[src/rtl/core/rqcs_pkg.sv]
// Package with codes and types of the ready queue scheduler
`default_nettype none
package rqcs_pkg;
  localparam logic [2:0] REQ_IDLE      = 3'd0;
  localparam logic [2:0] REQ_PREEMPT   = 3'd1;
  localparam logic [2:0] REQ_YIELD     = 3'd2;
  localparam logic [2:0] REQ_TERMINATE = 3'd3;
  localparam logic [2:0] REQ_WAKE      = 3'd4;

  localparam logic [1:0] ACT_NONE     = 2'd0;
  localparam logic [1:0] ACT_DISPATCH = 2'd1;
  localparam logic [1:0] ACT_IDLE     = 2'd2;
  localparam logic [1:0] ACT_PREEMPT  = 2'd3;

  localparam logic [1:0] ERR_OK    = 2'd0;
  localparam logic [1:0] ERR_FULL  = 2'd1;
  localparam logic [1:0] ERR_NOCPU = 2'd2;

  localparam logic [1:0] MODE_SRTF = 2'd2;

  localparam logic [1:0] REG_MODE  = 2'd0;
  localparam logic [1:0] REG_SLICE = 2'd1;
  localparam logic [1:0] REG_CPUS  = 2'd2;

  localparam int SLICE_W = 16;

  typedef struct packed {
    logic wr;
    logic sh;
  } cell_ctrl_t;
endpackage
`default_nettype wire

[src/rtl/core/ready_queue_cpu_scheduler_top.sv]
// Top level of the ready queue scheduler: sequencer, processor records, slot chain
// Sequence: wake-up and rejected events go from S_EVAL straight to the result strobe;
//   pick events pass through S_EVAL and then S_SCAN, which in SRTF mode scans each queued entry.
// Throughput: one request at a time; busy_o stays high until the result is out.
// The SRTF minimum search walks the slot chain one entry a cycle.
// Reset: asynchronous, active low; queue empty, all processors idle, registers at defaults.
`default_nettype none
module ready_queue_cpu_scheduler_top #(
  parameter int QUEUE_DEPTH = 16,
  parameter int MAX_CPUS    = 4,
  parameter int PID_BITS    = 8,
  parameter int TIME_BITS   = 16
) (
  input  wire logic                  clk_i,
  input  wire logic                  rst_ni,
  input  wire logic                  start_i,
  output logic                       busy_o,
  input  wire logic [2:0]            req_type_i,
  input  wire logic [1:0]            cpu_index_i,
  input  wire logic [PID_BITS-1:0]   process_id_i,
  input  wire logic [TIME_BITS-1:0]  time_left_i,
  output logic                       result_valid_o,
  output logic      [1:0]            action_o,
  output logic      [1:0]            target_cpu_o,
  output logic      [PID_BITS-1:0]   chosen_process_o,
  output logic      [15:0]           slice_out_o,
  output logic      [1:0]            error_code_o,
  input  wire logic                  psel,
  input  wire logic                  penable,
  input  wire logic                  pwrite,
  input  wire logic [3:0]            paddr,
  input  wire logic [31:0]           pwdata,
  output logic      [31:0]           prdata,
  output logic                       pready
);
  localparam int CW = (MAX_CPUS > 1) ? $clog2(MAX_CPUS) : 1;
  localparam int QW = $clog2(QUEUE_DEPTH + 1);
  localparam int IW = $clog2(QUEUE_DEPTH);
  localparam int NW = 5;

  localparam logic [1:0] S_IDLE = 2'd0;
  localparam logic [1:0] S_EVAL = 2'd1;
  localparam logic [1:0] S_SCAN = 2'd2;

  logic [1:0] state_q, state_d;
  logic [1:0] mode_q;
  logic [15:0] slice_q;
  logic [2:0] cpus_q;

  logic [2:0] req_q;
  logic [1:0] idx_q;
  logic [PID_BITS-1:0] pid_q;
  logic [TIME_BITS-1:0] t_q;

  logic [QW-1:0] cnt_q, cnt_d;
  logic [QW-1:0] k_q, k_d;
  logic [IW-1:0] sel_q, sel_d;
  logic [TIME_BITS-1:0] best_q, best_d;
  logic [1:0] err_q, err_d;

  logic [MAX_CPUS-1:0] cbusy_q, cbusy_d;
  logic [PID_BITS-1:0] cpid_q [MAX_CPUS];
  logic [TIME_BITS-1:0] ctime_q [MAX_CPUS];
  logic cwr;
  logic [PID_BITS-1:0] cwr_pid;
  logic [TIME_BITS-1:0] cwr_time;

  logic ov_q, ov_d;
  logic [1:0] act_q, act_d, tgt_q, tgt_d, oerr_q, oerr_d;
  logic [PID_BITS-1:0] ch_q, ch_d;
  logic [15:0] osl_q, osl_d;

  rqcs_pkg::cell_ctrl_t ctrl [QUEUE_DEPTH];
  logic [PID_BITS-1:0] qpid [QUEUE_DEPTH];
  logic [TIME_BITS-1:0] qtime [QUEUE_DEPTH];
  logic [PID_BITS-1:0] wr_pid;
  logic [TIME_BITS-1:0] wr_time;
  logic enq;
  logic shift;

  logic [NW-1:0] n_act;
  logic [CW-1:0] cidx;
  logic full;
  logic any_idle;
  logic [CW-1:0] wbest;
  logic [TIME_BITS-1:0] wbest_t;
  logic accept;
  logic cfg_wr;

  assign accept = start_i && (state_q == S_IDLE);
  assign busy_o = (state_q != S_IDLE);
  assign cfg_wr = psel && penable && pwrite;
  assign pready = 1'b1;

  always_comb begin
    unique case (paddr[3:2])
      rqcs_pkg::REG_MODE:  prdata = {30'd0, mode_q};
      rqcs_pkg::REG_SLICE: prdata = {16'd0, slice_q};
      rqcs_pkg::REG_CPUS:  prdata = {29'd0, cpus_q};
      default:             prdata = 32'd0;
    endcase
  end

  always_comb begin
    if (cpus_q == 3'd0) begin
      n_act = NW'(1);
    end else if ({2'd0, cpus_q} > NW'(MAX_CPUS)) begin
      n_act = NW'(MAX_CPUS);
    end else begin
      n_act = {2'd0, cpus_q};
    end
  end

  assign cidx = CW'(idx_q);
  assign full = (cnt_q == QW'(QUEUE_DEPTH));

  always_comb begin
    any_idle = 1'b0;
    wbest    = '0;
    wbest_t  = '0;
    for (int i = 0; i < MAX_CPUS; i++) begin
      if ((NW'(i) < n_act) && !any_idle) begin
        if (!cbusy_q[i]) begin
          any_idle = 1'b1;
        end else if (ctime_q[i] > wbest_t) begin
          wbest   = CW'(i);
          wbest_t = ctime_q[i];
        end
      end
    end
  end

  always_comb begin
    state_d  = state_q;
    cnt_d    = cnt_q;
    k_d      = k_q;
    sel_d    = sel_q;
    best_d   = best_q;
    err_d    = err_q;
    cbusy_d  = cbusy_q;
    cwr      = 1'b0;
    cwr_pid  = qpid[sel_q];
    cwr_time = best_q;
    ov_d     = 1'b0;
    act_d    = act_q;
    tgt_d    = tgt_q;
    oerr_d   = oerr_q;
    ch_d     = ch_q;
    osl_d    = osl_q;
    enq      = 1'b0;
    shift    = 1'b0;
    wr_pid   = pid_q;
    wr_time  = t_q;
    unique case (state_q)
      S_IDLE: begin
        if (accept) begin
          state_d = S_EVAL;
        end
      end
      S_EVAL: begin
        act_d  = rqcs_pkg::ACT_NONE;
        tgt_d  = 2'd0;
        ch_d   = '0;
        osl_d  = '0;
        oerr_d = rqcs_pkg::ERR_OK;
        if (req_q == rqcs_pkg::REQ_WAKE) begin
          ov_d    = 1'b1;
          state_d = S_IDLE;
          if (full) begin
            oerr_d = rqcs_pkg::ERR_FULL;
          end else begin
            enq = 1'b1;
            cnt_d = cnt_q + QW'(1);
            if (mode_q == rqcs_pkg::MODE_SRTF && !any_idle && wbest_t > t_q) begin
              act_d = rqcs_pkg::ACT_PREEMPT;
              tgt_d = 2'(wbest);
            end
          end
        end else if (req_q > rqcs_pkg::REQ_WAKE) begin
          ov_d    = 1'b1;
          state_d = S_IDLE;
        end else if ({3'd0, idx_q} >= n_act) begin
          ov_d    = 1'b1;
          state_d = S_IDLE;
          tgt_d   = idx_q;
          oerr_d  = rqcs_pkg::ERR_NOCPU;
        end else begin
          err_d  = rqcs_pkg::ERR_OK;
          best_d = qtime[0];
          if (req_q != rqcs_pkg::REQ_IDLE) begin
            if (!cbusy_q[cidx]) begin
              err_d = rqcs_pkg::ERR_NOCPU;
            end else if (req_q == rqcs_pkg::REQ_PREEMPT) begin
              if (full) begin
                err_d = rqcs_pkg::ERR_FULL;
              end else begin
                enq     = 1'b1;
                wr_pid  = cpid_q[cidx];
                cnt_d   = cnt_q + QW'(1);
                if (cnt_q == '0) begin
                  best_d = t_q;
                end
              end
            end
          end
          k_d     = QW'(1);
          sel_d   = '0;
          state_d = S_SCAN;
        end
      end
      S_SCAN: begin
        if (mode_q == rqcs_pkg::MODE_SRTF && k_q < cnt_q) begin
          if (qtime[k_q[IW-1:0]] < best_q) begin
            sel_d  = k_q[IW-1:0];
            best_d = qtime[k_q[IW-1:0]];
          end
          k_d = k_q + QW'(1);
        end else begin
          ov_d    = 1'b1;
          state_d = S_IDLE;
          tgt_d   = idx_q;
          oerr_d  = err_q;
          if (cnt_q == '0) begin
            act_d          = rqcs_pkg::ACT_IDLE;
            cbusy_d[cidx]  = 1'b0;
          end else begin
            act_d         = rqcs_pkg::ACT_DISPATCH;
            ch_d          = qpid[sel_q];
            osl_d         = slice_q;
            cbusy_d[cidx] = 1'b1;
            cwr           = 1'b1;
            shift         = 1'b1;
            cnt_d         = cnt_q - QW'(1);
          end
        end
      end
      default: state_d = S_IDLE;
    endcase
  end

  for (genvar g = 0; g < QUEUE_DEPTH; g++) begin : g_slot
    logic [PID_BITS-1:0]  nb_pid;
    logic [TIME_BITS-1:0] nb_time;
    if (g == QUEUE_DEPTH - 1) begin : g_last
      assign nb_pid  = qpid[g];
      assign nb_time = qtime[g];
    end else begin : g_mid
      assign nb_pid  = qpid[g+1];
      assign nb_time = qtime[g+1];
    end
    assign ctrl[g].wr = enq && (cnt_q == QW'(g));
    assign ctrl[g].sh = shift && (IW'(g) >= sel_q) && (QW'(g + 1) < cnt_q);
    rqcs_cell #(
      .PID_BITS (PID_BITS),
      .TIME_BITS(TIME_BITS)
    ) u_cell (
      .clk_i    (clk_i),
      .ctrl_i   (ctrl[g]),
      .wr_pid_i (wr_pid),
      .wr_time_i(wr_time),
      .nb_pid_i (nb_pid),
      .nb_time_i(nb_time),
      .pid_o    (qpid[g]),
      .time_o   (qtime[g])
    );
  end

  always_ff @(posedge clk_i or negedge rst_ni) begin
    if (!rst_ni) begin
      state_q <= S_IDLE;
      mode_q  <= '0;
      slice_q <= '0;
      cpus_q  <= 3'd1;
      cnt_q   <= '0;
      cbusy_q <= '0;
      ov_q    <= 1'b0;
    end else begin
      state_q <= state_d;
      cnt_q   <= cnt_d;
      cbusy_q <= cbusy_d;
      ov_q    <= ov_d;
      if (cfg_wr) begin
        case (paddr[3:2])
          rqcs_pkg::REG_MODE:  mode_q  <= pwdata[1:0];
          rqcs_pkg::REG_SLICE: slice_q <= pwdata[15:0];
          rqcs_pkg::REG_CPUS:  cpus_q  <= pwdata[2:0];
          default: ;
        endcase
      end
    end
  end

  always_ff @(posedge clk_i) begin
    if (accept) begin
      req_q <= req_type_i;
      idx_q <= cpu_index_i;
      pid_q <= process_id_i;
      t_q   <= time_left_i;
    end
    k_q    <= k_d;
    sel_q  <= sel_d;
    best_q <= best_d;
    err_q  <= err_d;
    act_q  <= act_d;
    tgt_q  <= tgt_d;
    oerr_q <= oerr_d;
    ch_q   <= ch_d;
    osl_q  <= osl_d;
    if (cwr) begin
      cpid_q[cidx]  <= cwr_pid;
      ctime_q[cidx] <= cwr_time;
    end
  end

  assign result_valid_o   = ov_q;
  assign action_o         = act_q;
  assign target_cpu_o     = tgt_q;
  assign chosen_process_o = ch_q;
  assign slice_out_o      = osl_q;
  assign error_code_o     = oerr_q;
endmodule
`default_nettype wire

[src/rtl/core/rqcs_cell.sv]
// One ready queue slot: loads a new entry or takes its neighbor's entry
`default_nettype none
module rqcs_cell #(
  parameter int PID_BITS  = 8,
  parameter int TIME_BITS = 16
) (
  input  wire logic                  clk_i,
  input  wire rqcs_pkg::cell_ctrl_t  ctrl_i,
  input  wire logic [PID_BITS-1:0]   wr_pid_i,
  input  wire logic [TIME_BITS-1:0]  wr_time_i,
  input  wire logic [PID_BITS-1:0]   nb_pid_i,
  input  wire logic [TIME_BITS-1:0]  nb_time_i,
  output logic      [PID_BITS-1:0]   pid_o,
  output logic      [TIME_BITS-1:0]  time_o
);
  logic [PID_BITS-1:0]  pid_q;
  logic [TIME_BITS-1:0] time_q;

  always_ff @(posedge clk_i) begin
    if (ctrl_i.wr) begin
      pid_q  <= wr_pid_i;
      time_q <= wr_time_i;
    end else if (ctrl_i.sh) begin
      pid_q  <= nb_pid_i;
      time_q <= nb_time_i;
    end
  end

  assign pid_o  = pid_q;
  assign time_o = time_q;
endmodule
`default_nettype wire

[config.mk]
export PLATFORM = sky130hd
export DESIGN_NAME = ready_queue_cpu_scheduler_top
export DESIGN_NICKNAME = d
export VERILOG_FILES = /design/src/rtl/core/rqcs_pkg.sv /design/src/rtl/core/ready_queue_cpu_scheduler_top.sv /design/src/rtl/core/rqcs_cell.sv
export SDC_FILE = /design/constraint.sdc
export NUM_CORES = 1
export LEC_CHECK = 0
export ABC_AREA = 1
export BUFFER_PORTS_ARGS = -buffer_cell sky130_fd_sc_hd__clkbuf_2
export CAP_MARGIN = 25
export CORE_AREA = 5 5 308 249
export CTS_CLUSTER_DIAMETER = 80
export CTS_CLUSTER_SIZE = 16
export DETAILED_ROUTE_END_ITERATION = 8
export DIE_AREA = 0 0 313 254
export SLEW_MARGIN = 20
export SYNTH_ARGS = -nofsm -noshare
export SYNTH_HDL_FRONTEND = slang
export SYNTH_HIERARCHICAL = 1
export SYNTH_SLANG_ARGS = --single-unit
[constraint.sdc]
create_clock -name clk_i -period 6.9 [get_ports clk_i]
set_input_delay 0.345 -clock clk_i [delete_from_list [all_inputs] [get_ports clk_i]]
set_output_delay 0.345 -clock clk_i [all_outputs]
set_load 0.005 [all_outputs]
# == After elaboration in Yosys (flattened, before gate mapping) ==
# Memories as Yosys holds them, arrays and structs flattened. A register that Yosys moved wholly into a read port is not among the register bits.
# Index checks and enable logic that the tools add are counted.
# classes
n_mux,195
n_reduce_logical,94
n_lt_le_gt_ge,48
n_eq_ne,36
n_bitwise,9
add_sub_neg,3
# ops
cell,count
$mux W16,56
$mux W8,42
$mux W5,13
$bmux W16 S4,1
$gt A16 B16 Y1,4
$pmux W16 S2,2
$logic_and A1 B1 Y1,56
$mux W2,28
$pmux W16 S3,1
$eq A5 B4 Y1 const B,8
$lt A4 B5 Y1 const A,8
$reduce_bool A2 Y1,17
$bmux W8 S4,1
$mux W1,32
$ge A4 B4 Y1 const A,7
$mux W4,6
$eq A5 B3 Y1 const B,4
$lt A2 B5 Y1 const A,4
$lt A3 B5 Y1 const A,4
$pmux W5 S2,2
$ge A3 B4 Y1 const A,4
$gt A16 B1 Y1 const B,1
$lt A16 B16 Y1,1
$ne A2 B2 Y1 const B,8
other kinds (43),75
# totals
output_inout_bits,65
regBits,503
input_bits,71
ram_bits,96
n_memories,2
# memory_table
name,depth,width,read_ports,rd_ports_with_merged_regs,write_ports,line,rtl
ctime_q,4,16,4,0,1,ready_queue_cpu_scheduler_top.sv:63,logic [TIME_BITS-1:0] ctime_q [MAX_CPUS];
cpid_q,4,8,1,1,1,ready_queue_cpu_scheduler_top.sv:62,logic [PID_BITS-1:0] cpid_q [MAX_CPUS];

# == Logic depth before layout (Yosys ltp) ==
# Gate-level depths: netlist of the first run.
# depth
depth_word,23
ltp_mapped,54
depth_no_buf,49

# == Cells and area by module ==
# Netlist of the first run, hierarchy kept.
# by_module_without_submodules
module,seq_area_each_um2,cells_per_inst,instances,area_per_inst_um2
rqcs_cell,720.7,103,16,1082.3
ready_queue_cpu_scheduler_top,6332.3,1954,1,15314.7

# == Worst setup path after synthesis of the first run ==
# No wires, ideal clock.
# synth_path
path_kind,reg2reg
start,register (tool-made name)
end,"register tgt_q[0], in the netlist target_cpu_o[0], data pin"
setup_time_ps,261
synth_period_minus_slack_ps,5996
t_arrival_ps,5735
slack_ps,904
path_stages_with_launch,48
n_path_buf,5
cell_sequence,dfrtp_1 > buf_2 > clkbuf_1 > nand2_1 > ha_1 > nand2_1 > nor2_1 > nand2_1 > o211ai_1 > nand2_1 > o2111ai_4 > buf_4 > nand3_1 > nand2_1 > inv_1 > ha_1 > nand3_1 > o211ai_1 > (+12 left out) > o211ai_1 > nand2_1 > o2111ai_1 > nand2_4 > inv_4 > buf_6 > nand2_1 > nand2_1 > ha_1 > a21oi_1 > nand3b_1 > a21oi_1 > nor4_1 > nand2_1 > nand2_1 > inv_1 > nand2_1 > o21ai_0
# synth_lines
element,line,rtl
"end signal, assigned",ready_queue_cpu_scheduler_top.sv:305,tgt_q <= tgt_d;
"end, declared",ready_queue_cpu_scheduler_top.sv:69,"logic [1:0] act_q, act_d, tgt_q, tgt_d, oerr_q, oerr_d;"

==> results of run 1 <==
## per-layer routing
layer / track usage [%] / up-vias / share of wire, %
met4: 3.44 / 0 / 1.2
met3: 3.32 / 80 / 7.8
met2: 32.7 / 889 / 43
li1: - / 12068 / -
met1: 33.9 / 11570 / 48
met5: 0 / - / 0
## worst paths after layout
| kind | cells past startpoint | start | slack, ns | endpoint |
|---|---|---|---|---|
| max in group asynchronous | 2 | rst_ni | 5.88 | cnt_q[2]$_DFFE_PN0P_ |
| setup reg to reg | 49 | register | 0.53 | target_cpu_o[1]$_DFFE_PP_ |
| hold reg to reg | 2 | cpus_q[0]$_DFFE_PN1P_ | 0.50 | cpus_q[0]$_DFFE_PN1P_ |
| min in group asynchronous | 2 | rst_ni | 0.42 | async pin |
| setup / recovery | 49 | register | 0.53 | target_cpu_o[1]$_DFFE_PP_ |
| hold / removal | 3 | pwdata[9] | 0.03 | slice_q[9]$_DFFE_PN0P_ |
## through the flow
stage	hold WS [ns]	cells
after global routing	0.0223	4649
after detailed placement	0.486	4535
after CTS	0.00145	4639
after global placement	0.483	4534
final	0.0301	4649
after floorplan	0.0494	3617
## final cells by class
type	count	area, um2	share of cell area, %
clock inverters	7	116	0.330
multi-input cells	2580	12400	35.2
clock buffers	55	1160	3.30
flip-flops and latches	601	17900	50.6
repair buffers	213	1510	4.29
well taps	955	1190	3.39
inverters	238	1020	2.89
## repair_timing
item	in CTS	in global routing
hold buffers	42	0
buffers inserted	0	7
endpoints found under the setup margin	0	4
endpoints found under the hold margin	74	0
gates resized for setup	0	17
## synth_stat cells, drive strengths merged (31+ instances only)
cell type / n / area share (%)
o311ai: 32 / 0.86
or2: 31 / 0.59
ha: 94 / 3.6
nand2: 1532 / 19
dfrtp: 32 / 2.5
o21ai: 226 / 3.5
nand3: 124 / 1.9
clkbuf: 58 / 0.67
inv: 235 / 3.1
nor2: 281 / 3.4
o22ai: 41 / 0.79
a21oi: 81 / 1.3
buf: 142 / 4.0
edfxtp: 566 / 52
## cell families (layout without fill, tap and decap cells)
group / Yosys count / in the layout / synth area share, %
AO/OA/AOI/OAI: 454 / 455 / 8.31
buffers and inverters: 438 / 513 / 7.80
XOR/XNOR: 7 / 7 / 0.188
multiplexers: 8 / 8 / 0.245
flip-flops: 601 / 601 / 54.7
other: 2 / 17 / 0.0230
adder cells (fa/ha/maj): 94 / 94 / 3.60
AND/OR/NAND/NOR: 1998 / 1999 / 25.1
## state kept, by name, summed over array words and instances (netlist names), 3 cells and up, named ones only
name                  flops
g_slot.u_cell/time_o    256
t_q                      16
slice_q                  16
sel_q                     4
cnt_q                     5
chosen_process_o          8
k_q                       5
pid_q                     8
cpus_q                    3
cpid_q                   32
slice_out_o              16
best_q                   16
req_q                     3
ctime_q                  64
g_slot.u_cell/pid_o     128
## worst max-delay path, delay by kind of cell, from the launching register on
kind / cells / cell delay, ns
adder cells (fa/ha/maj): 4 / 1.05
AO/OA/AOI/OAI: 12 / 1.38
flip-flops: 1 / 0.39
buffers and inverters: 8 / 0.93
AND/OR/NAND/NOR: 25 / 2.33
## power groups by stage
stage          Clock, mW  Combinational, mW  Sequential (mW)
2_1_floorplan          0               2.37             4.87
3_3_place_gp           0               3.67             5.04
3_5_place_dp           0               3.69             5.04
4_1_cts             2.63               3.72             4.96
5_1_grt             2.77               4.20             5.02
6_report            2.56               3.81             4.97
==> impl_results.md, run 1 <==
* Via Count at 24607
* Post-synth EDFFs at 566
* Sequential-to-total area share from yosys stat at 54.7%
* Main synth FF type: edfxtp_1
* Placed Area at 0.0334 mm2
* Worst hold path class: primary input to register
* DIE HEIGHT at 254 um
* CTS Buffer Depth at 3
* Fmax at 157 MHz
* CTS root buffer: clkbuf_16
* Crit end category: register
* Maximum vdd drop at 0.166 mV
* Worst Setup Slack, final at 0.530 ns
* # IOs at 136
* Num CTS Buffers at 45
* CP arrival at 6.70 ns
* CP Class: register to register
* Filler cells at 6918
* Worst-case clock skew at 0.0346 ns
* Nets at 3844
* Final setup TNS at 0 ns
* Crit-path slowest cell: dfrtp_1
* Dpl ws at 0.305 ns
* Mapped Avg Cell Area at 9.06 um2
* Netlist cell types at 58
* Hold Fails Final Rpt at 0
* Mapped Area at 0.0326 mm2
* Area growth from synthesis to layout at 8.16%
* PortBufs at 100
* # diodes at 0
* P_sw at 4.37 mW
* Vias per inst at 5.29
* # rows at 89
* Worst-Skew Late Latency at 0.60 ns
* Detail Route Antenna Nets at 0
* Period utilisation layout at 92.3%
* CP dominant cell by count: nand2_1
* Power per cell area at 321 mW/mm2
* Vias in the first global route at 22341
* Initial antenna violation count at 0
* Register share of total power at 43.8%
* Post-synthesis cell count at 3602
* HPWL after DPL at 59.9 mm
* Worst Path Required at 7.23 ns
* Overflow left after global routing at 0
* Crit path max fanout at 13
* Clk pin slew, worst setup/hold paths at 0.07 ns
* Design internal power at 6.97 mW
* Initial drt markers at 3029
* Share of post-route cells with drive strength above 1 at 12.2%
* Post-Route WL at 88.9 mm
* Synth Warn # at 6
* Commonest non-fill, non-tap cell in the layout: nand2_1
* Maximum number of pins on one net before global-route repair at 118
* Relative slew margins at 31.3%
* RePlAce Congestion at 0.869
* Final setup violation count at 0
* Sink Count at 601
* Initial Util at 44.5%
* Min Tclk post-route at 6.37 ns
* PnR Total Power at 11.3 mW
* H-tree depth at 2
* Cell area after layout at 0.0353 mm2
* Status: complete, no violations
* Synth Register Bits at 601
* Most frequent cells in the layout: nand2_1 (1407), edfxtp_1 (566), nor2_1 (257)
* Clock power frac at 22.6%
* Combinational power share at 33.6%
* Type of origin of the critical path: register
* Lkg Pwr at 14.9 nW
* Asr flop ratio synth at 5.49%
* Post-layout util at 48.2%
* Die X-Extent at 313 um
* First-pass GRT wire length at 137 mm
* Slew @ Worst Pin at 1.02 ns
* Detailed Routing Iterations Pass 1 at 5
* CP max stage delay at 0.39 ns
* CTS tree: done
* GRT Resource Usage Total at 21.7%
* Max-cap violations at 0
* Switching part of the total at 38.5%
* Avg WL per Cell at 19.1 um
* Fin. max-slew vios at 0
* DRC Markers at 0
* Die area at 0.0795 mm2
* Core Footprint at 0.0733 mm2
Power figures use the tool's default switching activity.
==> run 2: changes to the inputs <==
--- a/config.mk
+++ b/config.mk
@@ -8,11 +8,11 @@
 export ABC_AREA = 1
 export BUFFER_PORTS_ARGS = -buffer_cell sky130_fd_sc_hd__clkbuf_2
 export CAP_MARGIN = 25
-export CORE_AREA = 5 5 308 249
+export CORE_AREA = 2 2 305 246
 export CTS_CLUSTER_DIAMETER = 80
 export CTS_CLUSTER_SIZE = 16
 export DETAILED_ROUTE_END_ITERATION = 8
-export DIE_AREA = 0 0 313 254
+export DIE_AREA = 0 0 307 248
 export SLEW_MARGIN = 20
 export SYNTH_ARGS = -nofsm -noshare
 export SYNTH_HDL_FRONTEND = slang
==> constraint.sdc (replaced) <==
create_clock -name clk_i -period 6.9 [get_ports clk_i]
set_input_delay 1.38 -clock clk_i [delete_from_list [all_inputs] [get_ports clk_i]]
set_output_delay 1.38 -clock clk_i [all_outputs]
set_load 0.005 [all_outputs]
==> impl_results.md, run 2 (synthesis gave the netlist of run 1 again) <==
* Area growth from synthesis to layout at 8.71%
* Design internal power at 6.98 mW (+0.22%)
* Via Count at 24816 (+0.85%)
* Die X-Extent at 307 um (-1.9%)
* CTS Buffer Depth at 3 (unchanged)
* Post-Route WL at 90.0 mm (+1.3%)
* # diodes at 0 (unchanged)
* Worst-case clock skew at 0.0336 ns (-0.000945 ns)
* PortBufs at 100 (unchanged)
* GRT Resource Usage Total at 23.1% (+1.4 points)
* Hold buffers post-CTS at 0 (-100%)
* P_sw at 4.44 mW (+1.5%)
* Core Footprint at 0.0733 mm2 (unchanged)
* Initial antenna violation count at 1 (+1)
* Register share of total power at 43.5% (-0.3 points)
* Worst Path Required at 7.24 ns (about the same)
* Type of origin of the critical path: register
* Switching part of the total at 38.8% (+0.30 points)
* Fin. max-slew vios at 0 (unchanged)
* Maximum vdd drop at 0.218 mV (+31%)
* Crit-path slowest cell: dfrtp_1
* CTS root buffer: clkbuf_16
* Vias per inst at 5.36 (+1.2%)
* Sink Count at 601 (unchanged)
* Worst-Skew Late Latency at 0.60 ns (about the same)
* Clk pin slew, worst setup/hold paths at 0.07 ns (about the same)
* # IOs at 136 (unchanged)
* Share of post-route cells with drive strength above 1 at 14.5% (+2.3 points)
* H-tree depth at 2 (unchanged)
* PnR Total Power at 11.4 mW (+0.71%)
* CP arrival at 6.90 ns (+0.20 ns)
* Slew @ Worst Pin at 1.04 ns (+0.0245 ns)
* RePlAce Congestion at 0.888 (+2.1%)
* RSZ-0062 raised after global routing: true
* Buf/Inv on CP at 12 (+4)
* Worst hold path class: register to register
* Detail Route Antenna Nets at 0 (unchanged)
* Combinational power share at 34.6% (+1.0 points)
* Initial drt markers at 2555 (-16%)
* Commonest non-fill, non-tap cell in the layout: nand2_1
* Register-to-register setup slack at 0.34 ns (-0.19 ns)
* CTS tree: done
* Nets at 3828 (-0.42%)
* Status: complete, no violations
* Fmax at 152 MHz (-3.0%)
* Most frequent cells in the layout: nand2_1 (1389), edfxtp_1 (566), nor2_1 (255)
* Lkg Pwr at 14.9 nW (about the same)
* Overflow left after global routing at 0 (unchanged)
* DRC Markers at 0 (unchanged)
* DIE HEIGHT at 248 um (-2.4%)
* Clock power frac at 21.9% (-0.7 points)
* Die area at 0.0761 mm2 (-4.2%)
* CP max stage delay at 0.41 ns (+0.02 ns)
* Num CTS Buffers at 44 (-2.2%)
* Post-layout util at 48.4% (+0.24 points)
* Initial Util at 44.5% (unchanged)
* HPWL after DPL at 60.0 mm (+0.13%)
* Worst Setup Slack, final at 0.335 ns (-0.194 ns)
* Avg WL per Cell at 19.4 um (+1.6%)
* Min Tclk post-route at 6.56 ns (+0.194 ns)
* Hold Fails Final Rpt at 0 (unchanged)
* Dpl ws at 0.0580 ns (-0.247 ns)
* CP Class: register to register
* Detailed Routing Iterations Pass 1 at 8 (+3)
* Crit path max fanout at 9 (-4)
* Max-cap violations at 0 (unchanged)
* # rows at 89 (unchanged)
* Largest register FFs at 256 (unchanged)
* Critical path's top delay family: simple AND/OR/NAND/NOR gates
* Period utilisation layout at 95.1% (+2.8 points)
* Final setup violation count at 0 (unchanged)
* Crit end category: register
* CP dominant cell by count: nand2_1
* Power per cell area at 322 mW/mm2 (+0.20%)
* First-pass GRT wire length at 138 mm (+0.81%)
* Vias in the first global route at 22837 (+2.2%)
* Maximum number of pins on one net before global-route repair at 118 (unchanged)
* Relative slew margins at 30.5% (-0.77 points)
## run 2: cell count changes in the layout (fill, tap and decap cells not counted), moves of 15 or more
cell / delta
dlygate4sd3_1: -42
nand2_1: -18
buf_4: +17
ha_1: -15
ha_4: +15
nand2_2: +15
## run 2: final cells by class
class,count,area [um2]
sequential,601,17900
tap,955,1190
inverter,238,1020
timing repair buffer,199,1370
fill,6858,37800
multi-input combinational,2579,12800
clock inverter,5,46.3
clock buffer,56,1190
## run 2: final timing paths
path / start / to / cells after the start
worst max-delay path: register / target_cpu_o[0]$_DFFE_PP_ / 49
worst min-delay path: cpus_q[0]$_DFFE_PN1P_ / cpus_q[0]$_DFFE_PN1P_ / 2
worst max register to register: register / target_cpu_o[0]$_DFFE_PP_ / 49
worst min register to register: cpus_q[0]$_DFFE_PN1P_ / cpus_q[0]$_DFFE_PN1P_ / 2
max in group asynchronous: rst_ni / cpus_q[2]$_DFFE_PN0P_ / 1
min in group asynchronous: rst_ni / result_valid_o$_DFF_PN0_ / 1
## run 2: per-stage QoR
step	std cells	setup TNS (ns)	instance area [um2]	hold WS (ns)
after detailed placement	4551	0	33600	0.492
after CTS	4612	0	34800	0.503
after floorplan	3617	0	32700	0.468
after global routing	4633	-0.233	35500	0.531
after global placement	4550	0	33600	0.485
final	4633	0	35500	0.493
## run 2: power groups by stage
stage                     clock network [mW]  registers (mW)  logic [mW]
after floorplan                            0            4.87        2.37
after global placement                     0            5.03        3.70
after detailed placement                   0            5.04        3.72
after CTS                               2.57            4.96        3.74
after global routing                    2.69            5.02        4.34
final                                   2.50            4.97        3.95
## run 2: timing repair
item,4_1_cts,5_1_grt
setup endpoints to repair,0,4
endpoints found under the hold margin,0,0
resized for setup,0,101
buffers inserted,0,18
## run 2: metal layers
layer | wire (um) | track usage, % | vias up | share of wire, %
met2 | 39200 | 35.7 | 922 | 44
met5 | 0 | 0 | - | 0
met1 | 42900 | 35.2 | 11733 | 48
met4 | 1330 | 3.87 | 0 | 1.5
met3 | 6630 | 2.93 | 99 | 7.4
li1 | - | - | 12062 | -
## run 2: tightest hold or removal path, delay by kind of cell, from the launching register on
| kind | cells | cell delay (ns) |
|---|---|---|
| AO/OA/AOI/OAI | 1 | 0.07 |
| flip-flops | 1 | 0.37 |
| AND/OR/NAND/NOR | 1 | 0.05 |
